[src/rtl/slr_pkg.sv]
// ----------------------------------------------------------------------------
// slr_pkg
// Shared types and constants of the styled line rasterizer.
// ----------------------------------------------------------------------------
package slr_pkg;

    localparam int PIX_COORD_BITS = 16;
    localparam int ADDR_BITS      = 20;
    localparam int COLOUR_BITS    = 8;
    localparam int SCREEN_BITS    = 11;
    localparam int STYLE_BITS     = 2;
    localparam int DIR_BITS       = 2;
    localparam int PHASE_BITS     = 3;
    localparam int S_TDATA_BITS   = 80;
    localparam int M_TDATA_BITS   = 64;

    localparam logic [SCREEN_BITS-1:0] SCREEN_WIDTH_RESET  = 11'd320;
    localparam logic [SCREEN_BITS-1:0] SCREEN_HEIGHT_RESET = 11'd200;

    localparam logic [PHASE_BITS-1:0] DASH_PHASE_LAST = 3'd4;

    localparam logic [STYLE_BITS-1:0] STYLE_DOTTED = 2'd0;
    localparam logic [STYLE_BITS-1:0] STYLE_DASHED = 2'd1;
    localparam logic [STYLE_BITS-1:0] STYLE_SOLID  = 2'd2;

    localparam logic [DIR_BITS-1:0] DIR_NONE = 2'd0;
    localparam logic [DIR_BITS-1:0] DIR_POS  = 2'd1;
    localparam logic [DIR_BITS-1:0] DIR_NEG  = 2'd3;

    localparam logic OP_START = 1'b0;
    localparam logic OP_STEP  = 1'b1;

    localparam logic CFG_SCREEN_WIDTH  = 1'b0;
    localparam logic CFG_SCREEN_HEIGHT = 1'b1;

    typedef struct packed {
        logic [PIX_COORD_BITS-1:0] x;
        logic [PIX_COORD_BITS-1:0] y;
        logic [COLOUR_BITS-1:0]    colour;
        logic                      keep;
        logic                      last;
    } pixel_t;

endpackage

[src/rtl/slr_step_unit.sv]
// ----------------------------------------------------------------------------
// slr_step_unit
// Bresenham walker: loads a line on a start request and steps one pixel per
// step request while busy, presenting the current pixel and its style keep bit.
// ----------------------------------------------------------------------------
module slr_step_unit #(
    parameter int COORD_WIDTH = 16
) (
    input  logic                                 aclk,
    input  logic                                 aresetn,
    input  logic                                 accept,
    input  logic                                 opcode,
    input  logic [slr_pkg::PIX_COORD_BITS-1:0]   start_x,
    input  logic [slr_pkg::PIX_COORD_BITS-1:0]   start_y,
    input  logic [slr_pkg::PIX_COORD_BITS-1:0]   end_x,
    input  logic [slr_pkg::PIX_COORD_BITS-1:0]   end_y,
    input  logic [slr_pkg::STYLE_BITS-1:0]       style,
    input  logic [slr_pkg::COLOUR_BITS-1:0]      colour,
    output logic                                 emit,
    output slr_pkg::pixel_t                      pixel
);
    import slr_pkg::*;

    localparam int CW = COORD_WIDTH;

    logic [CW-1:0]          cur_x_reg, cur_x_next;
    logic [CW-1:0]          cur_y_reg, cur_y_next;
    logic [CW:0]            error_acc_reg, error_acc_next;
    logic [CW-1:0]          major_len_reg, major_len_next;
    logic [CW-1:0]          minor_len_reg, minor_len_next;
    logic [CW-1:0]          steps_left_reg, steps_left_next;
    logic [DIR_BITS-1:0]    diag_x_reg, diag_x_next;
    logic [DIR_BITS-1:0]    diag_y_reg, diag_y_next;
    logic [DIR_BITS-1:0]    straight_x_reg, straight_x_next;
    logic [DIR_BITS-1:0]    straight_y_reg, straight_y_next;
    logic                   parity_reg, parity_next;
    logic [PHASE_BITS-1:0]  dash_phase_reg, dash_phase_next;
    logic [STYLE_BITS-1:0]  line_style_reg, line_style_next;
    logic [COLOUR_BITS-1:0] line_colour_reg, line_colour_next;
    logic                   busy_reg, busy_next;

    logic [CW-1:0]       x0, y0, x1, y1, adx, ady;
    logic [DIR_BITS-1:0] sx, sy;
    logic [CW:0]         err_sum;
    logic                is_last, keep;

    function automatic logic [DIR_BITS-1:0] dir_code(input logic [CW-1:0] a,
                                                      input logic [CW-1:0] b);
        logic [DIR_BITS-1:0] code;
        if (b > a) begin
            code = DIR_POS;
        end else if (b < a) begin
            code = DIR_NEG;
        end else begin
            code = DIR_NONE;
        end
        return code;
    endfunction

    function automatic logic [CW-1:0] step_coord(input logic [CW-1:0] coord,
                                                  input logic [DIR_BITS-1:0] code);
        logic [CW-1:0] res;
        case (code)
            DIR_POS: res = coord + CW'(1);
            DIR_NEG: res = coord - CW'(1);
            default: res = coord;
        endcase
        return res;
    endfunction

    assign x0 = start_x[CW-1:0];
    assign y0 = start_y[CW-1:0];
    assign x1 = end_x[CW-1:0];
    assign y1 = end_y[CW-1:0];
    assign adx = (x1 >= x0) ? x1 - x0 : x0 - x1;
    assign ady = (y1 >= y0) ? y1 - y0 : y0 - y1;
    assign sx = dir_code(x0, x1);
    assign sy = dir_code(y0, y1);

    assign is_last = (steps_left_reg == '0);
    assign err_sum = error_acc_reg + {1'b0, minor_len_reg};

    always_comb begin
        case (line_style_reg)
            STYLE_DOTTED: keep = !parity_reg;
            STYLE_DASHED: keep = (dash_phase_reg != '0);
            default:      keep = 1'b1;
        endcase
    end

    assign emit = accept && (opcode == OP_STEP) && busy_reg;

    assign pixel.x      = PIX_COORD_BITS'(cur_x_reg);
    assign pixel.y      = PIX_COORD_BITS'(cur_y_reg);
    assign pixel.colour = line_colour_reg;
    assign pixel.keep   = keep;
    assign pixel.last   = is_last;

    always_comb begin
        cur_x_next       = cur_x_reg;
        cur_y_next       = cur_y_reg;
        error_acc_next   = error_acc_reg;
        major_len_next   = major_len_reg;
        minor_len_next   = minor_len_reg;
        steps_left_next  = steps_left_reg;
        diag_x_next      = diag_x_reg;
        diag_y_next      = diag_y_reg;
        straight_x_next  = straight_x_reg;
        straight_y_next  = straight_y_reg;
        parity_next      = parity_reg;
        dash_phase_next  = dash_phase_reg;
        line_style_next  = line_style_reg;
        line_colour_next = line_colour_reg;
        busy_next        = busy_reg;
        if (accept && (opcode == OP_START)) begin
            diag_x_next = sx;
            diag_y_next = sy;
            if (adx > ady) begin
                major_len_next  = adx;
                minor_len_next  = ady;
                straight_x_next = sx;
                straight_y_next = DIR_NONE;
                error_acc_next  = {2'b00, adx[CW-1:1]};
                steps_left_next = adx;
            end else begin
                major_len_next  = ady;
                minor_len_next  = adx;
                straight_x_next = DIR_NONE;
                straight_y_next = sy;
                error_acc_next  = {2'b00, ady[CW-1:1]};
                steps_left_next = ady;
            end
            cur_x_next       = x0;
            cur_y_next       = y0;
            parity_next      = 1'b0;
            dash_phase_next  = '0;
            line_style_next  = style;
            line_colour_next = colour;
            busy_next        = 1'b1;
        end else if (emit) begin
            if (err_sum >= {1'b0, major_len_reg}) begin
                error_acc_next = err_sum - {1'b0, major_len_reg};
                cur_x_next     = step_coord(cur_x_reg, diag_x_reg);
                cur_y_next     = step_coord(cur_y_reg, diag_y_reg);
            end else begin
                error_acc_next = err_sum;
                cur_x_next     = step_coord(cur_x_reg, straight_x_reg);
                cur_y_next     = step_coord(cur_y_reg, straight_y_reg);
            end
            parity_next     = !parity_reg;
            dash_phase_next = (dash_phase_reg == DASH_PHASE_LAST) ? '0
                              : dash_phase_reg + PHASE_BITS'(1);
            if (is_last) begin
                busy_next = 1'b0;
            end else begin
                steps_left_next = steps_left_reg - CW'(1);
            end
        end
    end

    always_ff @(posedge aclk) begin
        if (!aresetn) begin
            cur_x_reg       <= '0;
            cur_y_reg       <= '0;
            error_acc_reg   <= '0;
            major_len_reg   <= '0;
            minor_len_reg   <= '0;
            steps_left_reg  <= '0;
            diag_x_reg      <= DIR_NONE;
            diag_y_reg      <= DIR_NONE;
            straight_x_reg  <= DIR_NONE;
            straight_y_reg  <= DIR_NONE;
            parity_reg      <= 1'b0;
            dash_phase_reg  <= '0;
            line_style_reg  <= STYLE_SOLID;
            line_colour_reg <= '0;
            busy_reg        <= 1'b0;
        end else begin
            cur_x_reg       <= cur_x_next;
            cur_y_reg       <= cur_y_next;
            error_acc_reg   <= error_acc_next;
            major_len_reg   <= major_len_next;
            minor_len_reg   <= minor_len_next;
            steps_left_reg  <= steps_left_next;
            diag_x_reg      <= diag_x_next;
            diag_y_reg      <= diag_y_next;
            straight_x_reg  <= straight_x_next;
            straight_y_reg  <= straight_y_next;
            parity_reg      <= parity_next;
            dash_phase_reg  <= dash_phase_next;
            line_style_reg  <= line_style_next;
            line_colour_reg <= line_colour_next;
            busy_reg        <= busy_next;
        end
    end

endmodule

[src/rtl/slr_pixel_stage.sv]
// ----------------------------------------------------------------------------
// slr_pixel_stage
// Screen clipping and frame offset (row times width plus column) of a pixel.
// ----------------------------------------------------------------------------
module slr_pixel_stage (
    input  slr_pkg::pixel_t                   pixel,
    input  logic [slr_pkg::SCREEN_BITS-1:0]   screen_width,
    input  logic [slr_pkg::SCREEN_BITS-1:0]   screen_height,
    output logic [slr_pkg::ADDR_BITS-1:0]     address,
    output logic                              write_enable
);
    import slr_pkg::*;

    localparam int PROD_BITS = PIX_COORD_BITS + SCREEN_BITS;

    logic [PROD_BITS-1:0] row_base;
    logic [PROD_BITS-1:0] offset;
    logic                 in_screen;

    assign in_screen = (pixel.x < PIX_COORD_BITS'(screen_width))
                    && (pixel.y < PIX_COORD_BITS'(screen_height));
    assign row_base = PROD_BITS'(pixel.y) * PROD_BITS'(screen_width);
    assign offset   = row_base + PROD_BITS'(pixel.x);

    assign write_enable = in_screen && pixel.keep;
    assign address      = write_enable ? offset[ADDR_BITS-1:0] : '0;

endmodule

[src/rtl/styled_line_rasterizer_top.sv]
// ----------------------------------------------------------------------------
// styled_line_rasterizer_top
// Bresenham line rasterizer with dotted, dashed and solid styles.
// ----------------------------------------------------------------------------
// A start request loads both endpoints, the style and the colour and yields no
// pixel; it restarts any line in progress. Each step request while a line is
// active yields one pixel, one request per clock sustained while the master side
// is not stalled. The pixel of a taken step request is captured in the s1
// register while the walker updates its error accumulator, then clipped, given
// its frame offset by the row-times-width multiplier and registered on the master
// side. A line of major length L takes L+1 step requests; steps sent with no active
// line are taken and dropped. Write the screen size registers only while idle.
module styled_line_rasterizer_top #(
    parameter int COORD_WIDTH = 16
) (
    input  logic                                 aclk,
    input  logic                                 aresetn,
    input  logic                                 cfg_wr_en,
    input  logic                                 cfg_addr,
    input  logic [slr_pkg::SCREEN_BITS-1:0]      cfg_wdata,
    input  logic                                 s_tvalid,
    output logic                                 s_tready,
    // start_x, start_y, end_x, end_y, style, colour, zero pad
    input  logic [slr_pkg::S_TDATA_BITS-1:0]     s_tdata,
    // opcode
    input  logic                                 s_tuser,
    output logic                                 m_tvalid,
    input  logic                                 m_tready,
    // pixel_x, pixel_y, pixel_address, pixel_colour, write_enable, zero pad
    output logic [slr_pkg::M_TDATA_BITS-1:0]     m_tdata,
    output logic                                 m_tlast
);
    import slr_pkg::*;

    logic [SCREEN_BITS-1:0] screen_width_reg;
    logic [SCREEN_BITS-1:0] screen_height_reg;

    logic                   accept;
    logic                   advance;
    logic                   emit;
    pixel_t                 walk_pixel;

    logic                   s1_valid_reg;
    pixel_t                 s1_pixel_reg;

    logic [ADDR_BITS-1:0]   pix_address;
    logic                   pix_we;

    logic                   m_valid_reg;
    logic [PIX_COORD_BITS-1:0] m_x_reg, m_y_reg;
    logic [ADDR_BITS-1:0]   m_address_reg;
    logic [COLOUR_BITS-1:0] m_colour_reg;
    logic                   m_we_reg;
    logic                   m_last_reg;

    always_ff @(posedge aclk) begin
        if (!aresetn) begin
            screen_width_reg  <= SCREEN_WIDTH_RESET;
            screen_height_reg <= SCREEN_HEIGHT_RESET;
        end else if (cfg_wr_en) begin
            case (cfg_addr)
                CFG_SCREEN_WIDTH:  screen_width_reg  <= cfg_wdata;
                CFG_SCREEN_HEIGHT: screen_height_reg <= cfg_wdata;
                default: ;
            endcase
        end
    end

    assign advance  = !m_valid_reg || m_tready;
    assign s_tready = !s1_valid_reg || advance;
    assign accept   = s_tvalid && s_tready;

    slr_step_unit #(
        .COORD_WIDTH (COORD_WIDTH)
    ) u_step (
        .aclk    (aclk),
        .aresetn (aresetn),
        .accept  (accept),
        .opcode  (s_tuser),
        .start_x (s_tdata[15:0]),
        .start_y (s_tdata[31:16]),
        .end_x   (s_tdata[47:32]),
        .end_y   (s_tdata[63:48]),
        .style   (s_tdata[65:64]),
        .colour  (s_tdata[73:66]),
        .emit    (emit),
        .pixel   (walk_pixel)
    );

    always_ff @(posedge aclk) begin
        if (!aresetn) begin
            s1_valid_reg <= 1'b0;
        end else if (s_tready) begin
            s1_valid_reg <= emit;
        end
    end

    always_ff @(posedge aclk) begin
        if (s_tready) begin
            s1_pixel_reg <= walk_pixel;
        end
    end

    slr_pixel_stage u_pixel (
        .pixel         (s1_pixel_reg),
        .screen_width  (screen_width_reg),
        .screen_height (screen_height_reg),
        .address       (pix_address),
        .write_enable  (pix_we)
    );

    always_ff @(posedge aclk) begin
        if (!aresetn) begin
            m_valid_reg <= 1'b0;
        end else if (advance) begin
            m_valid_reg <= s1_valid_reg;
        end
    end

    always_ff @(posedge aclk) begin
        if (advance) begin
            m_x_reg       <= s1_pixel_reg.x;
            m_y_reg       <= s1_pixel_reg.y;
            m_address_reg <= pix_address;
            m_colour_reg  <= s1_pixel_reg.colour;
            m_we_reg      <= pix_we;
            m_last_reg    <= s1_pixel_reg.last;
        end
    end

    assign m_tvalid = m_valid_reg;
    assign m_tdata  = {3'b000, m_we_reg, m_colour_reg, m_address_reg, m_y_reg, m_x_reg};
    assign m_tlast  = m_last_reg;

endmodule

[config.mk]
export PLATFORM = sky130hd
export DESIGN_NAME = styled_line_rasterizer_top
export DESIGN_NICKNAME = d
export VERILOG_FILES = /design/src/rtl/slr_pkg.sv /design/src/rtl/slr_step_unit.sv /design/src/rtl/slr_pixel_stage.sv /design/src/rtl/styled_line_rasterizer_top.sv
export SDC_FILE = /design/constraint.sdc
export NUM_CORES = 1
export LEC_CHECK = 0
export BUFFER_PORTS_ARGS = -buffer_cell sky130_fd_sc_hd__clkbuf_2
export CAP_MARGIN = 20
export CORE_MARGIN = 3
export CORE_UTILIZATION = 62
export CTS_CLUSTER_DIAMETER = 200
export DETAILED_ROUTE_END_ITERATION = 12
export PLACE_DENSITY = 0.88
export SLEW_MARGIN = 10
export SYNTH_ARGS = -nofsm -noshare
export SYNTH_HDL_FRONTEND = slang
export SYNTH_SLANG_ARGS = --single-unit
export TNS_END_PERCENT = 20
[constraint.sdc]
create_clock -name aclk -period 5.6 [get_ports aclk]
set_input_delay 0.28 -clock aclk [delete_from_list [all_inputs] [get_ports aclk]]
set_output_delay 0.28 -clock aclk [all_outputs]
set_load 0.1 [all_outputs]
==> flow_metrics.py <==
metrics = {
    "logic_synthesis": {
        "ys_top_cells_by_area": "edfxtp_1, dfxtp_1, fa_1",
        "synthArstFlopShare_pct": 0,
        "syn_avg_cell_area_um2": 8.46,
        "synth_seq_cells": 248,
        "ys.flop_type": "dfxtp_1",
        "synth_common_cells": "inv_1, nand2_1, a21oi_1",
        "synth_cell_type_count": 82,
        "synthCells": 2480,
        "synth_top_area_share_pct": 14.9,
        "synth.most_common_cell": "inv_1",
        "ys_seq_area_share_pct": 28.6,
        "synth_warnings": 0,
        "yosysTopAreaCell": "edfxtp_1",
        "synth_edf_count": 104,
        "netlist_area_mm2": 0.0210,
    },
    "global_routing": {
        "grt.overflow.total": 0,
        "grt_max_degree": 72,
        "grt_pass1_wl_um": 95400,
        "grt_pass1_vias": 19128,
        "antenna_found_initial": 0,
        "grtUsageMet2_pct": 55.5,
        "use_met1_pct": 40.7,
        "grt.busiest_layer": "met2",
        "grtUsageTotal_pct": 32.4,
        "grt_util_met3_pct": 4.05,
    },
    "timing": {
        "rsz0062_at_grt": "true",
        "finalHoldViolCount": 0,
        "finalSetupViolCount": 0,
        "finalMaxSlewViolations": 0,
        "finalCritPeriodShare_pct": 96.5,
        "hold_slack_ns": 0.0102,
        "layout_setup_ws_ns": 0.197,
        "worst_slew_pin_slew_ns": 1.03,
        "finalCriticalPeriod_ns": 5.40,
        "clock_skew_ns": 0.0300,
        "slew_headroom_pct": 31.2,
        "max_freq_ghz": 0.185,
    },
    "placement": {
        "portBuffers": 155,
        "place.gp.congestion": 0.922,
        "hpwl_um": 44800,
        "dpl_worst_slack_ns": 0.0332,
    },
    "critical_path": {
        "worstReg2RegEnd": "m_address_reg[18]",
        "r2r-start": "s1_pixel_reg[13]",
        "critical_path_buf_inv_count": 3,
        "startpoint_type": "flip-flop",
        "cp.depth": 18,
        "slowest_delay_ns": 0.56,
        "worst_path_max_delay_cell": "fa_1",
        "r2r_slack_ns": 0.20,
        "critPathTopFamily": "adder cells",
        "endpoint_kind": "flip-flop",
        "cp_max_fo": 9,
        "r2r_cells": 18,
        "crit_type": "flip-flop to flip-flop",
        "worstPathArrival_ns": 5.67,
        "cpMostUsedCell": "fa_1",
        "critPathRequiredTime_ns": 5.86,
        "crit_chain": "buf_4 -> and2_1 -> fa_1 -> fa_1 -> fa_1 -> fa_1 -> inv_1 -> fa_1 -> inv_1 -> ha_1 -> and3_1 -> a21oi_1 -> o211ai_1 -> a41oi_2 -> o21bai_1 -> a21oi_1 -> xnor2_1 -> nor2_1",
    },
    "power": {
        "sw_frac_of_total_pct": 43.4,
        "leakagePower_uw": 0.0108,
        "max-vdd-ir-drop_uv": 252,
        "comb_power_share_pct": 51.5,
        "p_total_uw": 8590,
        "netSwitchingPower_uw": 3730,
        "power_frac_clock_pct": 20.8,
        "power.density_mw_per_mm2": 365,
        "p_int_uw": 4860,
        "p_seq_share_pct": 27.6,
    },
    "run_status": {
        "status": "complete, no violations",
    },
    "routing": {
        "wl_um": 59200,
        "drtAntennaViolNets": 0,
        "drt-pass1-iter-count": 6,
        "vias": 19046,
        "drt_iter0_markers": 1954,
        "wl_per_cell_um": 19.1,
        "drc": 0,
        "vias_per_cell": 6.15,
    },
    "floorplanning": {
        "die_h_um": 190,
        "die_area_mm2": 0.0361,
        "start_util_pct": 63.7,
        "core_mm2": 0.0329,
        "ios": 165,
        "die_w_um": 190,
        "fp-row-count": 66,
    },
    "clock_tree": {
        "htreeDepth": 1,
        "clkLatencyLatePin_ns": 0.55,
        "clk_pin_slew_ns": 0.07,
        "cts_buffers": 26,
        "clock_sinks": 248,
        "clock_path_buffers": 3,
        "cts_tree": "done",
        "clock_tree.root_cell": "clkbuf_16",
    },
    "worst_hold_path": {
        "hold_path_end": "screen_width_reg[6]",
        "min_from": "cfg_wdata[6]",
        "hold_depth": 3,
        "hp-class": "primary input to flip-flop",
    },
    "final_layout": {
        "drive_above_1_share_pct": 12.3,
        "final_nets": 3037,
        "area_delta_synth_final_pct": 12.1,
        "antenna_cells": 0,
        "largest_reg_flops": 42,
    },
    "flow_run": {
        "cap_viol_max_count": 0,
    },
}
## cell families after synthesis
group | after synthesis | synth area share [%]
muxes | 54 | 2.71
xor gates and xnor gates | 80 | 3.34
and+or+nand+nor | 761 | 17.0
other | 1 | 0.0179
buffers and inverters | 464 | 8.42
AOI/OAI and AO/OA | 567 | 17.1
adders and majority gates | 305 | 22.8
DFF | 248 | 28.6
## timing repair
item / 4_1_cts / 5_1_grt
resized for setup: 0 / 12
buffers inserted: 0 / 6
endpoints found under the hold margin: 21 / 0
setup endpoints to repair: 0 / 17
hold buffers: 18 / 0
## cell usage in the layout, fill, tap and decap left out, drive strengths merged, types with 7 or more instances in the layout
cell / n
nand4: 21
mux2i: 35
and2: 60
xnor2: 55
fa: 128
nor2: 139
inv: 343
dfxtp: 144
or4: 12
o22ai: 13
a31oi: 19
nand3: 53
o21bai: 12
mux2: 19
edfxtp: 104
clkbuf: 189
nor4: 11
o21a: 18
o21ai: 105
nor3: 55
and3: 15
a21o: 43
or3: 19
or2: 7
a22oi: 20
a21oi: 206
buf: 74
nand2: 313
clkinv: 7
nor2b: 19
a211oi: 11
ha: 177
a221oi: 7
o31ai: 8
dlygate4sd3: 18
o211ai: 33
nand2b: 24
xor2: 25
## per-stage QoR
stage	instances	TNS (ns)	cell area, um^2	util (%)
after global routing	3096	-0.0397	23500	71.4
after CTS	3089	0	23400	71.1
after detailed placement	3023	0	22400	67.9
after global placement	3023	0	22400	67.9
after floorplan	2482	0	21000	-
final	3096	0	23500	71.4
## per-layer routing
metal	part of all wire (%)	vias up
li1	-	8743
met1	38	8941
met2	48	1102
met3	8.6	260
met4	5.3	0
met5	0	-
## power by group through the flow
stage	sequential (uW)	combinational, uW	clock, uW
after global routing	2390	4820	1880
after global placement	2380	4080	0
after detailed placement	2390	4230	0
after floorplan	2710	2790	0
after CTS	2360	4290	1800
final	2370	4420	1790
## final cells by class
type	instances	area [um^2]
multi-input combinational	1770	13300
fill	2407	9440
sequential	248	6010
timing repair buffer	247	1540
inverter	341	1280
clock buffer	34	712
tap	442	553
clock inverter	14	158
## tightest hold or removal path, cell delays in order
cell,delay (ns)
clkbuf_2,0.10
nand2_1,0.06
o211ai_1,0.08
## how the worst max path moves through the flow
stage / startpoint / end
2_1_floorplan: screen_width_reg[4] / m_address_reg[18]
3_3_place_gp: s1_pixel_reg[12] / m_address_reg[17]
3_5_place_dp: s1_pixel_reg[12] / m_address_reg[17]
4_1_cts: s1_pixel_reg[12] / m_address_reg[17]
5_1_grt: s1_pixel_reg[13] / m_address_reg[18]
6_report: s1_pixel_reg[13] / m_address_reg[18]
Power figures use the tool's default switching activity.
